<file path="src/hdl/assert_macros.svh">
// assertion macros used by the rtl of the note state tracker
// clocked on clk, disabled while rst is high; needs no other file
`ifndef ASSERT_MACROS_SVH
`define ASSERT_MACROS_SVH

// expression holds at every clock edge out of reset
`define ASSERT_ALWAYS(label, expr, msg) \
  label: assert property (@(posedge clk) disable iff (rst) (expr)) else $error(msg);

// antecedent implies consequent in the same cycle
`define ASSERT_IMPLY(label, ante, cons, msg) \
  label: assert property (@(posedge clk) disable iff (rst) (ante) |-> (cons)) else $error(msg);

// antecedent implies consequent in the following cycle
`define ASSERT_NEXT(label, ante, cons, msg) \
  label: assert property (@(posedge clk) disable iff (rst) (ante) |=> (cons)) else $error(msg);

`endif

</file>
<file path="src/hdl/mnst_pkg.sv">
// shared constants, codes and types of the midi note state tracker
// no dependencies; imported by midi_note_state_tracker
package mnst_pkg;

  localparam int NOTE_COUNT    = 128;
  localparam int CHANNEL_COUNT = 16;

  localparam int OP_W   = 3;
  localparam int CH_W   = 5;
  localparam int NOTE_W = 7;
  localparam int VEL_W  = 7;
  localparam int MASK_W = 16;

  // table rows hold an even/odd note pair
  localparam int ROWS  = (NOTE_COUNT + 1) / 2;
  localparam int ROW_W = (ROWS > 1) ? $clog2(ROWS) : 1;

  localparam logic [NOTE_W:0]     NOTE_LIMIT = (NOTE_W + 1)'(NOTE_COUNT);
  localparam logic [CH_W-1:0]     CH_LIMIT   = CH_W'(CHANNEL_COUNT);
  localparam logic [MASK_W-1:0]   ALL_CH     = MASK_W'((64'd1 << CHANNEL_COUNT) - 64'd1);
  localparam logic [ROW_W-1:0]    LAST_ROW   = ROW_W'(ROWS - 1);

  typedef enum logic [OP_W-1:0] {
    OP_NOTE_ON    = 0,
    OP_NOTE_OFF   = 1,
    OP_ALL_OFF    = 2,
    OP_QUERY_CH   = 3,
    OP_QUERY_MASK = 4
  } op_t;

  typedef enum logic [2:0] {
    K_ON      = 0,
    K_OFF     = 1,
    K_OFF_IGN = 2,
    K_QUERY   = 3,
    K_PAIR    = 4,
    K_NONE    = 5,
    K_REJECT  = 6
  } kind_t;

  typedef enum logic [1:0] {
    ST_IDLE,
    ST_EXEC,
    ST_WALK,
    ST_FLUSH
  } state_t;

endpackage

</file>
<file path="src/hdl/midi_note_state_tracker.sv">
// midi note on/off state table, single module top level
// depends on mnst_pkg and assert_macros.svh

// The block keeps one 16-bit channel mask per MIDI note in a synchronous
// table of NOTE_COUNT/2 rows, each row holding an even note in its low half
// and the following odd note in its high half. Note-on, note-off and both
// queries pass an accept step (row read issued), then an execute step (read
// data back, result loaded, row written back for an accepted on or off),
// which waits while the output is still full; the block takes no new item
// before execute ends. All-notes-off walks every row once, one row per
// cycle while no pending pair waits on a busy output, then loads the
// final result in a flush step once the output is free. Cleared pairs
// are held one behind in a pending register so that the final one can
// carry last. The table needs no clearing pass: each row has a valid bit,
// cleared by reset, and a row never written reads as all zero. A read and
// a write never touch the same row in one cycle, so no forwarding is needed.
`include "assert_macros.svh"

module midi_note_state_tracker (
  input  logic                       clk,
  input  logic                       rst,
  input  logic                       in_valid,
  output logic                       in_ready,
  input  logic [mnst_pkg::OP_W-1:0]   op,
  input  logic [mnst_pkg::CH_W-1:0]   channel,
  input  logic [mnst_pkg::NOTE_W-1:0] note,
  input  logic [mnst_pkg::VEL_W-1:0]  velocity,
  input  logic [mnst_pkg::MASK_W-1:0] query_mask,
  output logic                       out_valid,
  input  logic                       out_ready,
  output logic [2:0]                 kind,
  output logic [mnst_pkg::CH_W-1:0]   out_channel,
  output logic [mnst_pkg::NOTE_W-1:0] out_note,
  output logic [mnst_pkg::VEL_W-1:0]  out_velocity,
  output logic [mnst_pkg::MASK_W-1:0] first_mask,
  output logic [mnst_pkg::MASK_W-1:0] second_mask,
  output logic                       is_on,
  output logic                       last
);
  import mnst_pkg::*;

  // note table: one row per even/odd note pair
  logic [2*MASK_W-1:0] table_mem [ROWS];
  logic [ROWS-1:0]     row_valid;
  logic [2*MASK_W-1:0] rd_data;
  logic                row_ok;

  logic                rd_en;
  logic [ROW_W-1:0]    rd_addr;
  logic                wr_en;
  logic [ROW_W-1:0]    wr_addr;
  logic [2*MASK_W-1:0] wr_data;

  // control
  state_t state, state_next;
  logic [ROW_W-1:0] row_idx, row_idx_next;

  // latched item
  logic [OP_W-1:0]   op_q, op_q_next;
  logic [CH_W-1:0]   ch_q, ch_q_next;
  logic [NOTE_W-1:0] note_q, note_q_next;
  logic [VEL_W-1:0]  vel_q, vel_q_next;
  logic [MASK_W-1:0] qm_q, qm_q_next;

  // pending cleared pair, held back until we know whether it is the final one
  logic              pend_valid, pend_valid_next;
  logic [NOTE_W-1:0] pend_note, pend_note_next;
  logic [MASK_W-1:0] pend_ce, pend_ce_next;
  logic [MASK_W-1:0] pend_co, pend_co_next;

  // output register
  logic              out_valid_next;
  kind_t             kind_q, kind_next;
  logic [CH_W-1:0]   och_next;
  logic [NOTE_W-1:0] onote_next;
  logic [VEL_W-1:0]  ovel_next;
  logic [MASK_W-1:0] m1_next, m2_next;
  logic              on_next, last_next;

  // datapath terms
  logic                out_free;
  logic [2*MASK_W-1:0] rd_row;
  logic [MASK_W-1:0]   lo, hi, entry;
  logic                note_ok, chan_ok, pair_hit;
  logic [CH_W-1:0]     ch_m1;
  logic [MASK_W-1:0]   chan_bit, clr, ce, co, ent_new;
  logic [NOTE_W-1:0]   pair_note;

  // synchronous table, one read and one write port
  always_ff @(posedge clk) begin
    if (wr_en) begin
      table_mem[wr_addr] <= wr_data;
    end
    if (rd_en) begin
      rd_data <= table_mem[rd_addr];
    end
  end

  // row valid bits stand in for clearing the table at reset
  always_ff @(posedge clk) begin
    if (rst) begin
      row_valid <= '0;
      row_ok    <= 1'b0;
    end else begin
      if (wr_en) begin
        row_valid[wr_addr] <= 1'b1;
      end
      if (rd_en) begin
        row_ok <= row_valid[rd_addr];
      end
    end
  end

  always_comb begin
    out_free  = !out_valid || out_ready;
    rd_row    = row_ok ? rd_data : '0;
    lo        = rd_row[MASK_W-1:0];
    hi        = rd_row[2*MASK_W-1:MASK_W];
    note_ok   = {1'b0, note_q} < NOTE_LIMIT;
    chan_ok   = (ch_q != '0) && (ch_q <= CH_LIMIT);
    ch_m1     = ch_q - CH_W'(1);
    chan_bit  = MASK_W'(1) << ch_m1[3:0];
    entry     = note_ok ? (note_q[0] ? hi : lo) : '0;
    // channel 0 clears everything, an out of range channel clears nothing
    clr       = (ch_q == '0) ? ALL_CH : (chan_ok ? chan_bit : '0);
    ce        = lo & clr;
    // high half of a missing odd note is never written, so it reads zero
    co        = hi & clr;
    pair_hit  = (ce | co) != '0;
    pair_note = NOTE_W'({row_idx, 1'b0});
  end

  // next state and outputs
  always_comb begin
    state_next      = state;
    row_idx_next    = row_idx;
    op_q_next       = op_q;
    ch_q_next       = ch_q;
    note_q_next     = note_q;
    vel_q_next      = vel_q;
    qm_q_next       = qm_q;
    pend_valid_next = pend_valid;
    pend_note_next  = pend_note;
    pend_ce_next    = pend_ce;
    pend_co_next    = pend_co;
    out_valid_next  = out_valid && !out_ready;
    kind_next       = kind_q;
    och_next        = out_channel;
    onote_next      = out_note;
    ovel_next       = out_velocity;
    m1_next         = first_mask;
    m2_next         = second_mask;
    on_next         = is_on;
    last_next       = last;
    in_ready        = 1'b0;
    rd_en           = 1'b0;
    rd_addr         = row_idx;
    wr_en           = 1'b0;
    wr_addr         = note_q[ROW_W:1];
    wr_data         = rd_row;
    ent_new         = entry;

    unique case (state)
      ST_IDLE: begin
        in_ready = 1'b1;
        if (in_valid) begin
          op_q_next   = op;
          ch_q_next   = channel;
          note_q_next = note;
          vel_q_next  = velocity;
          qm_q_next   = query_mask;
          rd_en       = 1'b1;
          if (op == OP_ALL_OFF) begin
            rd_addr         = '0;
            row_idx_next    = '0;
            pend_valid_next = 1'b0;
            state_next      = ST_WALK;
          end else begin
            rd_addr    = note[ROW_W:1];
            state_next = ST_EXEC;
          end
        end
      end

      ST_EXEC: begin
        if (out_free) begin
          out_valid_next = 1'b1;
          och_next       = ch_q;
          onote_next     = note_q;
          ovel_next      = '0;
          m1_next        = entry;
          m2_next        = '0;
          on_next        = 1'b0;
          last_next      = 1'b1;
          kind_next      = K_REJECT;
          priority if (op_q == OP_NOTE_ON) begin
            if (chan_ok && note_ok) begin
              ent_new   = entry | chan_bit;
              wr_en     = 1'b1;
              kind_next = K_ON;
              ovel_next = vel_q;
              m1_next   = ent_new;
            end
          end else if (op_q == OP_NOTE_OFF) begin
            if (chan_ok && note_ok && ((entry & chan_bit) != '0)) begin
              ent_new   = entry & ~chan_bit;
              wr_en     = 1'b1;
              kind_next = K_OFF;
              m1_next   = ent_new;
            end else begin
              kind_next = K_OFF_IGN;
            end
          end else if (op_q == OP_QUERY_CH) begin
            kind_next = K_QUERY;
            on_next   = chan_ok && ((entry & chan_bit) != '0);
          end else if (op_q == OP_QUERY_MASK) begin
            kind_next = K_QUERY;
            och_next  = '0;
            on_next   = (entry & qm_q) != '0;
          end else begin
            kind_next = K_REJECT;
          end
          wr_data    = note_q[0] ? {ent_new, lo} : {hi, ent_new};
          state_next = ST_IDLE;
        end
      end

      ST_WALK: begin
        // stall only when a pending pair must go out and the output is busy
        if (!(pair_hit && pend_valid && !out_free)) begin
          wr_en   = pair_hit;
          wr_addr = row_idx;
          wr_data = {hi & ~clr, lo & ~clr};
          if (pair_hit) begin
            if (pend_valid) begin
              out_valid_next = 1'b1;
              kind_next      = K_PAIR;
              och_next       = ch_q;
              onote_next     = pend_note;
              ovel_next      = '0;
              m1_next        = pend_ce;
              m2_next        = pend_co;
              on_next        = 1'b0;
              last_next      = 1'b0;
            end
            pend_valid_next = 1'b1;
            pend_note_next  = pair_note;
            pend_ce_next    = ce;
            pend_co_next    = co;
          end
          if (row_idx == LAST_ROW) begin
            state_next = ST_FLUSH;
          end else begin
            row_idx_next = row_idx + ROW_W'(1);
            rd_en        = 1'b1;
            rd_addr      = row_idx + ROW_W'(1);
          end
        end
      end

      ST_FLUSH: begin
        if (out_free) begin
          out_valid_next = 1'b1;
          och_next       = ch_q;
          ovel_next      = '0;
          on_next        = 1'b0;
          last_next      = 1'b1;
          if (pend_valid) begin
            kind_next  = K_PAIR;
            onote_next = pend_note;
            m1_next    = pend_ce;
            m2_next    = pend_co;
          end else begin
            kind_next  = K_NONE;
            onote_next = '0;
            m1_next    = '0;
            m2_next    = '0;
          end
          pend_valid_next = 1'b0;
          state_next      = ST_IDLE;
        end
      end

      default: begin
        state_next = ST_IDLE;
      end
    endcase
  end

  // control registers
  always_ff @(posedge clk) begin
    if (rst) begin
      state      <= ST_IDLE;
      out_valid  <= 1'b0;
      pend_valid <= 1'b0;
    end else begin
      state      <= state_next;
      out_valid  <= out_valid_next;
      pend_valid <= pend_valid_next;
    end
  end

  // payload registers
  always_ff @(posedge clk) begin
    row_idx      <= row_idx_next;
    op_q         <= op_q_next;
    ch_q         <= ch_q_next;
    note_q       <= note_q_next;
    vel_q        <= vel_q_next;
    qm_q         <= qm_q_next;
    pend_note    <= pend_note_next;
    pend_ce      <= pend_ce_next;
    pend_co      <= pend_co_next;
    kind_q       <= kind_next;
    out_channel  <= och_next;
    out_note     <= onote_next;
    out_velocity <= ovel_next;
    first_mask   <= m1_next;
    second_mask  <= m2_next;
    is_on        <= on_next;
    last         <= last_next;
  end

  assign kind = kind_q;

  // a row is never read and written in the same cycle
  `ASSERT_IMPLY(a_no_rw_same_row, rd_en && wr_en, rd_addr != wr_addr, "row read during write")
  // the table is not written while waiting for an item
  `ASSERT_IMPLY(a_idle_no_write, state == ST_IDLE, !wr_en, "table write while idle")
  // a held-back pair only exists inside an all-notes-off walk
  `ASSERT_IMPLY(a_pend_in_walk, pend_valid, state == ST_WALK || state == ST_FLUSH,
                "pending pair outside walk")
  // the walk ends in the flush step, never straight back to idle
  `ASSERT_NEXT(a_walk_to_flush, state == ST_WALK && state_next == ST_FLUSH,
               state == ST_FLUSH, "walk did not flush")

endmodule

</file>
<file path="config.mk">
export PLATFORM = sky130hd
export DESIGN_NAME = midi_note_state_tracker
export DESIGN_NICKNAME = d
export VERILOG_FILES = /design/src/hdl/mnst_pkg.sv /design/src/hdl/midi_note_state_tracker.sv
export VERILOG_INCLUDE_DIRS = /design/src /design/src/hdl
export SDC_FILE = /design/constraint.sdc
export NUM_CORES = 2
export LEC_CHECK = 0
export BUFFER_PORTS_ARGS = -buffer_cell sky130_fd_sc_hd__buf_2
export CAP_MARGIN = 25
export CORE_UTILIZATION = 35
export CTS_BUF_LIST = sky130_fd_sc_hd__clkbuf_4 sky130_fd_sc_hd__clkbuf_8
export DETAILED_ROUTE_END_ITERATION = 10
export GPL_ROUTABILITY_DRIVEN = 0
export SLEW_MARGIN = 10
export SYNTH_ARGS = -nofsm -noshare
export SYNTH_HDL_FRONTEND = slang
export SYNTH_SLANG_ARGS = --single-unit
</file>
<file path="constraint.sdc">
create_clock -name clk -period 8.5 [get_ports clk]
set_clock_uncertainty 0.05 [all_clocks]
set_input_delay 1.7 -clock clk [delete_from_list [all_inputs] [get_ports clk]]
set_output_delay 1.7 -clock clk [all_outputs]
set_load 0.02 [all_outputs]
</file>
# Word-level counts from Yosys, hierarchy flattened
# Memories as Yosys holds them, arrays and structs flattened. A register that Yosys moved wholly into a read port is not among the register bits.
# Cells that the tools add are included.
[classes]
reduce_logical = 29
n_addsub = 2
muxes = 120
eq_ne = 17
shift = 1
n_lt_le_gt_ge = 4
n_bitwise = 13
[op_table]
columns = ["cell", "n"]
rows = [
  ["16-bit 2-to-1 mux", 19],
  ["32-bit 2-to-1 mux", 4],
  ["16-bit AND", 7],
  ["16-bit case mux with 3 select lines", 2],
  ["7-bit 2-to-1 mux", 13],
  ["64-bit OR", 1],
  ["32-bit case mux with 2 select lines", 1],
  ["6-bit 2-to-1 mux", 8],
  ["16-bit nonzero test", 3],
  ["5-bit 2-to-1 mux", 9],
  ["7-bit case mux with 3 select lines", 2],
  ["1-bit 2-to-1 mux", 33],
  ["16-bit inverter", 2],
  ["16-bit OR", 2],
  ["3-bit 2-to-1 mux", 10],
  ["6-bit case mux with 2 select lines", 2],
  ["2-bit != test (second input constant)", 8],
  ["1-bit by 4-bit left shift with 16-bit output (first input constant)", 1],
  ["5-bit case mux with 3 select lines", 1],
  ["6-bit by 7-bit < comparator with 1-bit output (second input constant)", 2],
  ["2-bit 2-to-1 mux", 6],
  ["6-bit AND reduction", 2],
  ["3-bit case mux with 3 select lines", 1],
  ["1-bit case mux with 2 select lines", 4],
  ["other kinds (30)", 43],
]
[word_totals]
ram_bits = 2048
out_inout_bits = 58
in_bits = 42
ff_bits = 207
mem_count = 1
word_cells = 209
[mem_list]
columns = ["name", "depth", "width", "rd", "rd_clocked_by_memory_dff", "wr", "line_no", "text"]
rows = [
  ["table_mem", 64, 32, 1, 1, 1, "midi_note_state_tracker.sv:43", "logic [2*MASK_W-1:0] table_mem [ROWS];"],
]

# Depth between registers and ports, before layout
[depth]
depth_word = 16
mapped_depth = 22
ltp_nobuf = 15

# Least setup slack after synthesis
# OpenSTA, ideal clock, no wires.
[synth_timing]
kind = "reg-to-reg"
from = "register ch_q[1]"
to = "memory table_mem[35][0] in the netlist's numbering (enable)"
path_slack_ns = 0.034
required_time_ns = 7.987
setup_time_ns = 0.463
period_less_slack_ns = 8.466
path_stages_with_launch = 19
path_buffers = 4
arrival_ns = 7.953
path_cell_list = "edfxtp_1 buf_2 buf_2 or2_2 nor2_1 ha_1 clkbuf_1 or3b_2 nor3_1 or4_4 a2111o_1 nor3_2 o21ai_1 nor2_1 a31o_2 and2_1 buf_2 nand3_1 nor3_1"
[synth_between]
elab_chain_cells = 13
word_cells_on_any_way = 28
classes_between = "1 x add/sub; 1 x order compare; 1 x shift; 13 x mux; 4 x bitwise; 8 x reduce/logical"
[synth_rtl]
columns = ["element", "line_no", "text"]
rows = [
  ["start: declaration", "midi_note_state_tracker.sv:60", "logic [CH_W-1:0] ch_q, ch_q_next;"],
  ["start signal: assignment", "midi_note_state_tracker.sv:307", "ch_q <= ch_q_next;"],
  ["4-bit by 1-bit subtractor with 4-bit output, or another cell as far along", "midi_note_state_tracker.sv:121", "ch_m1 = ch_q - CH_W'(1);"],
  ["1-bit by 4-bit left shift with 16-bit output or 1-bit logical AND (tied branches)", "midi_note_state_tracker.sv:122, midi_note_state_tracker.sv:120", ""],
  ["16-bit 2-to-1 mux (2 in a row)", "midi_note_state_tracker.sv:125", "clr = (ch_q == '0) ? ALL_CH : (chan_ok ? chan_bit : '0);"],
  ["16-bit AND (on tied branches)", "midi_note_state_tracker.sv:126, midi_note_state_tracker.sv:128", ""],
  ["16-bit OR", "midi_note_state_tracker.sv:129", "pair_hit = (ce | co) != '0;"],
  ["16-bit nonzero test", "midi_note_state_tracker.sv:129", ""],
  ["1-bit logical AND (2 in a row)", "midi_note_state_tracker.sv:230", "if (!(pair_hit && pend_valid && !out_free)) begin"],
  ["1-bit 2-to-1 mux", "midi_note_state_tracker.sv:230", ""],
  ["1-bit case mux with 2 select lines", "midi_note_state_tracker.sv:163", "unique case (state)"],
  ["1-bit 2-to-1 mux", "midi_note_state_tracker.sv:91", "if (wr_en) begin"],
  ["1-bit 2-to-1 mux (implied by the code)", "midi_note_state_tracker.sv:92", "table_mem[wr_addr] <= wr_data;"],
  ["end: declaration", "midi_note_state_tracker.sv:43", ""],
]
# Parallel ways exist; a longest one is shown, timed or not.

# Final worst setup path
[layout_timing]
from = "register ch_q[1]"
to = "register rd_data[8], read port of table_mem (data pin)"
[layout_between]
elab_chain_cells = 11
word_cells_on_any_way = 18
classes_between = "1 x add/sub; 1 x order compare; 1 x shift; 6 x mux; 3 x bitwise; 6 x reduce/logical"
[layout_rtl]
columns = ["element", "line_no", "text"]
rows = [
  ["4-bit by 1-bit subtractor with 4-bit output, or another cell as far along", "midi_note_state_tracker.sv:121", ""],
  ["1-bit by 4-bit left shift with 16-bit output or 1-bit logical AND (tied branches)", "midi_note_state_tracker.sv:122, midi_note_state_tracker.sv:120", ""],
  ["16-bit 2-to-1 mux", "midi_note_state_tracker.sv:125", ""],
  ["16-bit 2-to-1 mux *", "midi_note_state_tracker.sv:125", ""],
  ["16-bit AND (on tied branches)", "midi_note_state_tracker.sv:126, midi_note_state_tracker.sv:128", ""],
  ["16-bit OR *", "midi_note_state_tracker.sv:129", ""],
  ["16-bit nonzero test *", "midi_note_state_tracker.sv:129", ""],
  ["1-bit logical AND * (2 in a row)", "midi_note_state_tracker.sv:230", ""],
  ["6-bit 2-to-1 mux or 1-bit 2-to-1 mux (tied branches)", "midi_note_state_tracker.sv:230", ""],
  ["6-bit case mux with 2 select lines or 1-bit case mux with 2 select lines (tied branches)", "midi_note_state_tracker.sv:163", ""],
  ["end: declaration", "midi_note_state_tracker.sv:45", "logic [2*MASK_W-1:0] rd_data;"],
]
# Mark *: on every way between the ends. The rest lies on a longest branch, timed or not.
# A chain may end at the register's enable or synchronous reset.

==> qor.yml <==
final_cell_area_mm2: 0.1058
outcome: "complete, no violations"
power_mw: 36.80
antenna_found_initial: 16
fin_cells: 10750
yosysTopAreaCell: "edfxtp_1"
vdd_ir_drop_max_uv: 287.0
synth_edf_count: 2218
hold_viol_final: 0
rsz0062_at_grt: "false"
crit_type: "register to register"
drt-total-wl_um: 292000
setup_ws_ns: 0.8471
viasPerCell: 5.816
critPathArrivalTime_ns: 8.54
cts_resized: 0
seqPwrFrac_pct: 36.9
drtIter0Drc: 8328
synth-seq-cells: 2287
period_minus_slack_ns: 7.653
p_per_area_mw_per_mm2: 347.7
timing.slew.headroom_pct: 17.43
drive_gt1_share_pct: 15.28
final_core_util_pct: 40.21
final_nets: 7005
route.met3.wl_um: 29670
area_growth_pct: 13.78
io_pins: 100
p_sw_share_pct: 39.97
path_cells: "or2_2 > nor2_1 > ha_1 > nand2_1 > nor4_1 > or4_4 > a2111oi_4 > a31oi_4 > a31o_2 > nor2_4 > buf_12 > buf_4 > nand2_1 > a311oi_1 > a211oi_1 > nor4_1 > buf_4 > and3_1"
tightestPinTransition_ns: 1.227
dieHeight_um: 517.5
cap_violations: 0
multi_input_area_mm2: 0.02318
cp-end-kind: "register"
placed_cells: 10100
start_util_pct: 35.34
ys.flop_type: "edfxtp_1"
ys_warn_count: 0
finalSetupViolCount: 0
grt_usage_pct: 21.12
cts_root_buf: "clkbuf_8"
cts_setup_buffers: 0
first_pass_iters: 7
crit_slowest_cell: "nor4_1"
internal_power_mw: 22.09
slew_violations: 0
min_path_type: "register to register"
die_w_um: 517.5
met2_wirelength_um: 129900
grt_pass1_wl_um: 420400
cp_data_required_time_ns: 9.39
fill_cells: 24100
fin_crit_sh_pct: 90.03
num_rows: 188
syn_avg_cell_area_um2: 13.77
path_clk_slew_ns: 0.07
p_clk_share_pct: 24.7
ant_nets: 0
clock_sinks: 2287
cts_buffers: 367
fin_setup_tns_ns: 0
cp_top_family: "simple AND/OR/NAND/NOR gates"
dieArea_mm2: 0.2678
synthTopCellsByArea: "edfxtp_1, a211oi_1, nand2_1"
place.port_buffers: 99
cp_slowest_stage_delay_ns: 1.05
syn_area_mm2: 0.09302
wl_met1_um: 119100
seq_area_frac_synth_pct: 73.09
p_sw_mw: 14.71
num_vias: 62520
synth.distinct_cells: 83
static-leakage-power_nw: 35.25
grt_pass1_vias: 59260
critPathLaunchType: "register"
yosysTopAreaCellShare_pct: 71.60
cts-hold-fix-buffers: 0
hold_ws_ns: 0.4190
critPathMaxFanout: 43
crit_buf_inv: 3
wl_per_cell_um: 27.16
syn_nets: 6806
synth_common_cells: "edfxtp_1, nand2_1, a211oi_1, and3_1, a31oi_1"
syn_inst: 6757
top_layer: "met5"
htree_num_levels: 5
power_frac_comb_pct: 38.4
post-dp-hpwl_um: 164400
cts_buffer_depth: 4
regArea_mm2: 0.06799
pre_cts_slack_ns: 1.294
grt_max_degree: 131
coreArea_mm2: 0.2632
drc: 0
insertion_delay_ns: 1.11
grt-ovfl-total: 0
tritoncts: "done"
postPlaceCellArea_mm2: 0.09895
synth.most_common_cell: "edfxtp_1"
async_flop_share_pct: 0
max_freq_ghz: 0.1307
[state kept, by name, indices dropped and copies added (netlist names), 2 cells and up]
register      flops
state             2
row_idx           6
out_note          7
kind              3
pend_note         6
qm_q             16
second_mask      16
pend_co          16
out_channel       5
table_mem      2048
ch_q              5
op_q              3
rd_data          32
pend_ce          16
note_q            7
out_velocity      7
first_mask       16
vel_q             7
row_valid        64
[metal layers]
| layer | up-vias | GRT usage (%) |
|---|---|---|
| li1 | 26920 | - |
| met1 | 31470 | 28.85 |
| met2 | 3534 | 32.06 |
| met3 | 599 | 4.623 |
| met4 | 4 | 9.670 |
| met5 | - | 0 |
[kinds of logic (layout without fill, tap and decap cells)]
kind of cell    count (synthesis)  after routing  share of synthesized area [%]
compound gates               1665           1665                          12.79
fa+ha+maj                       7              7                        0.09416
buf+inv                       590           1057                          2.727
flops                        2287           2287                          73.09
mux                            31             31                         0.3928
other cells                     0             11                              0
simple gates                 2177           2177                          10.90
[power groups by stage]
stage                     combinational [mW]  clock, mW  sequential, mW
after floorplan                         8.15          0            13.8
after global routing                    14.9       9.65            13.6
after global placement                  13.7          0            13.8
final                                   14.1       9.07            13.6
after detailed placement                13.9          0            13.8
after CTS                               13.9       9.18            13.6
[final cells by class]
type	count	area share, %
Clock inverter	149	0.8039
Clock buffer	488	5.660
Timing Repair Buffer	400	3.147
Antenna cell	11	0.02601
Sequential cell	2287	64.24
Inverter	20	0.07093
Tap cell	3515	4.155
Multi-Input combinational cell	3880	21.90
[tightest hold or removal path: stages (launching register included)]
cell and delay (ns):
dfxtp_1 0.33, a21oi_1 0.04, nor2_1 0.07
[final timing paths]
kind	end	startpoint	cells after the start	slack, ns
worst max-delay path	rd_data[8]	ch_q[1]	18	0.85
worst min-delay path	row_valid[5]	row_valid[5]	2	0.42
worst max register to register	rd_data[8]	ch_q[1]	18	0.85
worst min register to register	row_valid[5]	row_valid[5]	2	0.42
[placed cells by master (no fill, tap or decap), types with 118 or more instances in the layout]
master / count
edfxtp_1: 2218
nand2_1: 1177
a211oi_1: 639
and3_1: 566
clkbuf_8: 372
a31oi_1: 354
buf_4: 252
a311oi_1: 201
nor2_1: 146
a21oi_1: 141
clkbuf_4: 118
Note: power is estimated with default switching activity, not from simulation.
